$ cat src/sv/gbi_pkg.sv
`timescale 1ns / 1ps

package gbi_pkg;

    // Configuration register indexes
    typedef enum logic [2:0] {
        CFG_X_LOW   = 3'd0,
        CFG_X_HIGH  = 3'd1,
        CFG_Y_LOW   = 3'd2,
        CFG_Y_HIGH  = 3'd3,
        CFG_X_SCALE = 3'd4,
        CFG_Y_SCALE = 3'd5,
        CFG_X_USED  = 3'd6,
        CFG_Y_USED  = 3'd7
    } cfg_idx_t;

    // Item kinds
    typedef enum logic {
        KIND_WRITE = 1'b0,
        KIND_QUERY = 1'b1
    } kind_t;

    // Per-axis settings handed to a locate unit
    typedef struct packed {
        logic signed [31:0] low;
        logic signed [31:0] high;
        logic        [31:0] scale;
        logic        [6:0]  used;
    } axis_cfg_t;

    localparam int CFG_IDX_W  = 3;
    localparam int CFG_DATA_W = 32;
    localparam int USED_W     = 7;

    // Q16.16 one, used as a saturated fraction
    localparam logic [16:0] ONE_Q16 = 17'h1_0000;
    // Half an LSB of the Q16.16 result in the Q16.48 sum
    localparam logic signed [63:0] ROUND_HALF = 64'sh0000_0000_8000_0000;

    // Register reset values
    localparam logic signed [31:0] LOW_RST   = 32'sh0000_0000;
    localparam logic signed [31:0] HIGH_RST  = 32'sh0001_0000;
    localparam logic        [31:0] SCALE_RST = 32'h003F_0000;
    localparam logic        [6:0]  USED_RST  = 7'd64;

endpackage

$ cat src/sv/gbi_locate.sv
`timescale 1ns / 1ps

// One axis: box test, offset times scale, cell index and fraction.
// Three register stages, all advancing on en.
module gbi_locate import gbi_pkg::*; #(
    parameter int GRID_SIZE = 64,
    parameter int CELL_W    = $clog2(GRID_SIZE)
) (
    input  logic               clk,
    input  logic               en,
    input  axis_cfg_t          cfg,
    input  logic signed [31:0] point,
    output logic               in_box,
    output logic [CELL_W-1:0]  cell_idx,
    output logic [16:0]        frac
);
    localparam int NW = ($clog2(GRID_SIZE + 1) > USED_W) ? $clog2(GRID_SIZE + 1) : USED_W;

    logic              inside_a_reg;
    logic [31:0]       diff_a_reg;
    logic              inside_b_reg;
    logic [63:0]       prod_b_reg;
    logic              inside_c_reg;
    logic [CELL_W-1:0] cell_c_reg;
    logic [16:0]       frac_c_reg;

    logic [NW-1:0]     used_ext;
    logic [NW-1:0]     npts;
    logic [NW-1:0]     last_cell;
    logic              past_last;

    // Stage A: box test and offset from lower bound
    always_ff @(posedge clk)
    begin
        if (en)
        begin
            inside_a_reg <= (point >= cfg.low) && (point < cfg.high);
            diff_a_reg   <= 32'(point - cfg.low);
        end
    end

    // Stage B: Q16.16 offset times Q16.16 scale gives Q32.32
    always_ff @(posedge clk)
    begin
        if (en)
        begin
            inside_b_reg <= inside_a_reg;
            prod_b_reg   <= diff_a_reg * cfg.scale;
        end
    end

    // Effective sample count and last cell
    always_comb
    begin
        used_ext = NW'(cfg.used);
        if (used_ext < NW'(2))
        begin
            npts = NW'(2);
        end
        else if (used_ext > NW'(GRID_SIZE))
        begin
            npts = NW'(GRID_SIZE);
        end
        else
        begin
            npts = used_ext;
        end
        last_cell = npts - NW'(2);
        past_last = prod_b_reg[63:32] > 32'(last_cell);
    end

    // Stage C: saturate past the last cell to its upper corner
    always_ff @(posedge clk)
    begin
        if (en)
        begin
            inside_c_reg <= inside_b_reg;
            if (past_last)
            begin
                cell_c_reg <= CELL_W'(last_cell);
                frac_c_reg <= ONE_Q16;
            end
            else
            begin
                cell_c_reg <= CELL_W'(prod_b_reg[63:32]);
                frac_c_reg <= {1'b0, prod_b_reg[31:16]};
            end
        end
    end

    assign in_box   = inside_c_reg;
    assign cell_idx = cell_c_reg;
    assign frac     = frac_c_reg;
endmodule

$ cat config.mk
export PLATFORM = sky130hd
export DESIGN_NAME = gbi_locate
export DESIGN_NICKNAME = d
export VERILOG_FILES = /design/src/sv/gbi_pkg.sv /design/src/sv/gbi_locate.sv
export SDC_FILE = /design/constraint.sdc
export NUM_CORES = 2
export LEC_CHECK = 0
export BUFFER_PORTS_ARGS = -buffer_cell sky130_fd_sc_hd__buf_2
export CAP_MARGIN = 10
export CORE_MARGIN = 3
export CORE_UTILIZATION = 45
export DETAILED_ROUTE_END_ITERATION = 6
export GPL_TIMING_DRIVEN = 0
export HOLD_SLACK_MARGIN = 0.06
export SLEW_MARGIN = 40
export SYNTH_ARGS = -nofsm -noshare
export SYNTH_HDL_FRONTEND = slang
export SYNTH_SLANG_ARGS = --single-unit
$ cat constraint.sdc
create_clock -name clk -period 7.56 [get_ports clk]
set_input_delay 1.134 -clock clk [delete_from_list [all_inputs] [get_ports clk]]
set_output_delay 1.134 -clock clk [all_outputs]
set_load 0.03 [all_outputs]
==> impl_metrics.json <==
{
  "crit_path_start_kind": "primary input",
  "num_vias": 29600,
  "ctsHoldBuffers": 0,
  "core.rowCount": 106,
  "layout_commonest_cell": "inv_1",
  "worstSetupEndpoint": "prod_b_reg[63]",
  "dp_cells": 5380,
  "rr_worst_depth": 26,
  "fp.dieW_um": 298.8,
  "drc": 0,
  "syn_to_final_growth_pct": 14.25,
  "max_freq_mhz": 125.2,
  "final_area_um2": 44070,
  "first_pass_iters": 7,
  "place_ws_ns": -1.798,
  "setup_ws_ns": -0.4284,
  "drv_cap": 0,
  "hpwl_mm": 110.3,
  "numCtsBuffers": 9,
  "crit_type": "primary input to flip-flop",
  "rsz0062_at_grt": "yes",
  "drtIter0Drc": 2268,
  "clk_pin_slew_worst_paths_ns": 0.08,
  "gp_congestion": 1.018,
  "synthesis.area_um2": 38570,
  "viasPerCell": 5.385,
  "yosysSeqAreaShare": 0.08253,
  "ys_async_sr_fraction": 0,
  "routed_wl_mm": 135.5,
  "outcome": "finished, violations left",
  "r2r_end": "prod_b_reg[63]",
  "layout_common_cells": "inv_1, fa_1, and2_1",
  "required_ns": 7.72,
  "cp.arrival_ns": 8.15,
  "largest_reg_flops": 48,
  "netlist_instances": 4083,
  "fin_crit_ns": 7.988,
  "cts_root_buffer": "clkbuf_16",
  "placed_cell_area_um2": 41160,
  "dieArea_um2": 89250,
  "gr-total-overflow": 0,
  "fp.dieH_um": 298.8,
  "reg2reg_slack_ns": -0.42,
  "nets": 5717,
  "holdCritStartpoint": "inside_a_reg",
  "tritoncts": "done",
  "crit_path_max_fanout": 7,
  "synth_nets": 5447,
  "antenna_found_initial": 6,
  "post_drt_wl_per_cell_um": 24.65,
  "cts_num_sinks": 106,
  "grt_pass1_wl_mm": 198.9,
  "hp-class": "flip-flop to flip-flop",
  "synth_edf_count": 106,
  "clockBufferDepth": 2,
  "fin_cells": 5497,
  "timing.final.crit_share": 1.057,
  "initial_core_util": 0.4580,
  "ant_nets": 0,
  "grt_pass1_vias": 31030,
  "ys_warn_count": 0,
  "worst_slew_pin_slew_ns": 0.9238,
  "hold_viol_final": 0,
  "synth_cell_type_count": 66,
  "hold_ws_ns": 0.4260,
  "setup_viol": 25,
  "io_pins": 161,
  "synth.ff_latch_count": 106,
  "dominantRegCellSynth": "edfxtp_1",
  "htree_levels": 3,
  "startpoint": "cfg[10]",
  "grt_usage": 0.3065,
  "syn_area_per_cell_um2": 9.446,
  "r2r-start": "diff_a_reg[17]",
  "drive_above_1_share": 0.1441,
  "core_area_um2": 84220,
  "maxSlewViolCount": 0,
  "violations": "setup timing",
  "slew-limit-headroom": 0.3841,
  "portBuffers": 160,
  "grt_max_degree": 55,
  "skew_ns": 0.009165,
  "worstSkewPairLatency_ns": 0.42,
  "end_kind": "flip-flop"
}
[metrics by stage]
stage            util  TNS [ns]
6_report       0.5232    -6.103
5_1_grt        0.5231    -10.91
4_1_cts        0.5156    -5.758
3_5_place_dp   0.4887    -52.61
3_3_place_gp   0.4875    -61.05
2_1_floorplan       -   -0.3488
[cells in the mapped netlist, types with 3 or more instances]
master	count	area [µm²]
a211o_1	4	35.03
edfxtp_1	106	3183
fa_1	896	17940
nand4_1	21	131.4
nor2_1	47	176.4
o21bai_1	11	82.58
xnor2_1	55	481.7
and3_1	6	37.54
and4_1	4	35.03
xor2_1	16	140.1
nand3b_1	3	22.52
o21ai_0	40	200.2
nand2_1	484	1817
nand2b_1	14	87.58
o21a_1	10	75.07
a21oi_1	76	380.4
and2_1	602	3766
clkbuf_1	197	739.5
a221oi_1	4	35.03
nor3_1	19	95.09
a21o_1	44	330.3
o211ai_1	6	45.04
nor2b_1	25	156.4
or3_1	4	25.02
mux2i_1	5	50.05
a21oi_2	3	26.28
inv_1	952	3573
a211oi_1	5	37.54
ha_1	331	4141
nor4_1	6	37.54
o31a_1	3	26.28
o21ai_1	4	20.02
nand3_1	21	105.1
a21boi_0	5	37.54
a31oi_1	13	81.33
[routing by layer]
metal  wire length (µm)  vias up  global-route usage  share of wire
met5                 13        -                   0       0.000096
met4               8873        2              0.1640          0.065
met3              13870      391             0.07301           0.10
met2              61130     1497              0.4783           0.45
met1              51620    15080              0.3966           0.38
li1                   -    12630                   -              -
[logic make-up after synthesis]
| logic type | count (synthesis) | synth area share |
|---|---|---|
| AND/OR/NAND/NOR | 1264 | 0.1701 |
| adder cells (fa/ha/maj) | 1227 | 0.5725 |
| flip-flops | 106 | 0.08253 |
| XOR/XNOR | 71 | 0.01612 |
| AO/OA/AOI/OAI | 258 | 0.04500 |
| multiplexers | 7 | 0.001882 |
| buffers and inverters | 1149 | 0.1118 |
| other | 1 | 0.00009723 |
[critical path, cell delays in order]
cell and delay, ns:
buf_6 0.13, clkbuf_8 0.16, and2_1 0.17, fa_1 0.49
inv_1 0.05, fa_2 0.54, fa_2 0.48, fa_1 0.58
inv_1 0.06, fa_1 0.47, fa_2 0.58, fa_1 0.42
fa_1 0.49, ha_4 0.31, nand4_1 0.15, a311oi_4 0.33
buf_12 0.16, o31ai_4 0.07, buf_12 0.15, o211ai_4 0.17
buf_12 0.15, a31o_4 0.19, nand2_4 0.06, o31a_1 0.32
o21bai_2 0.16, xnor2_2 0.11
[final cells by class]
type | count | area (µm²)
Timing Repair Buffer | 259 | 1917
Fill cell | 7800 | 40150
Tap cell | 1134 | 1419
Antenna cell | 5 | 12.51
Buffer | 197 | 1765
Clock buffer | 10 | 229.0
Sequential cell | 106 | 3183
Multi-Input combinational cell | 2828 | 31900
Inverter | 952 | 3573
Clock inverter | 6 | 71.32
[what timing repair did]
item | 4_1_cts | 5_1_grt
endpoints found under the setup margin | 41 | 35
gates resized for setup | 382 | 134
setup buffers | 58 | 32
cloned | 7 | 2
pin swaps | 69 | 93
[how the worst min path moves through the flow]
stage | to | slack, ns | cells past startpoint
5_1_grt | inside_b_reg | 0.45 | 0
6_report | inside_b_reg | 0.43 | 0
3_3_place_gp | in_box | 0.41 | 0
3_5_place_dp | in_box | 0.42 | 0
2_1_floorplan | in_box | 0.40 | 0
4_1_cts | inside_b_reg | 0.43 | 0
Power is left out: the tool's default activity adds up to more than one toggle a clock period on the data nets, which glitch-free logic cannot reach.
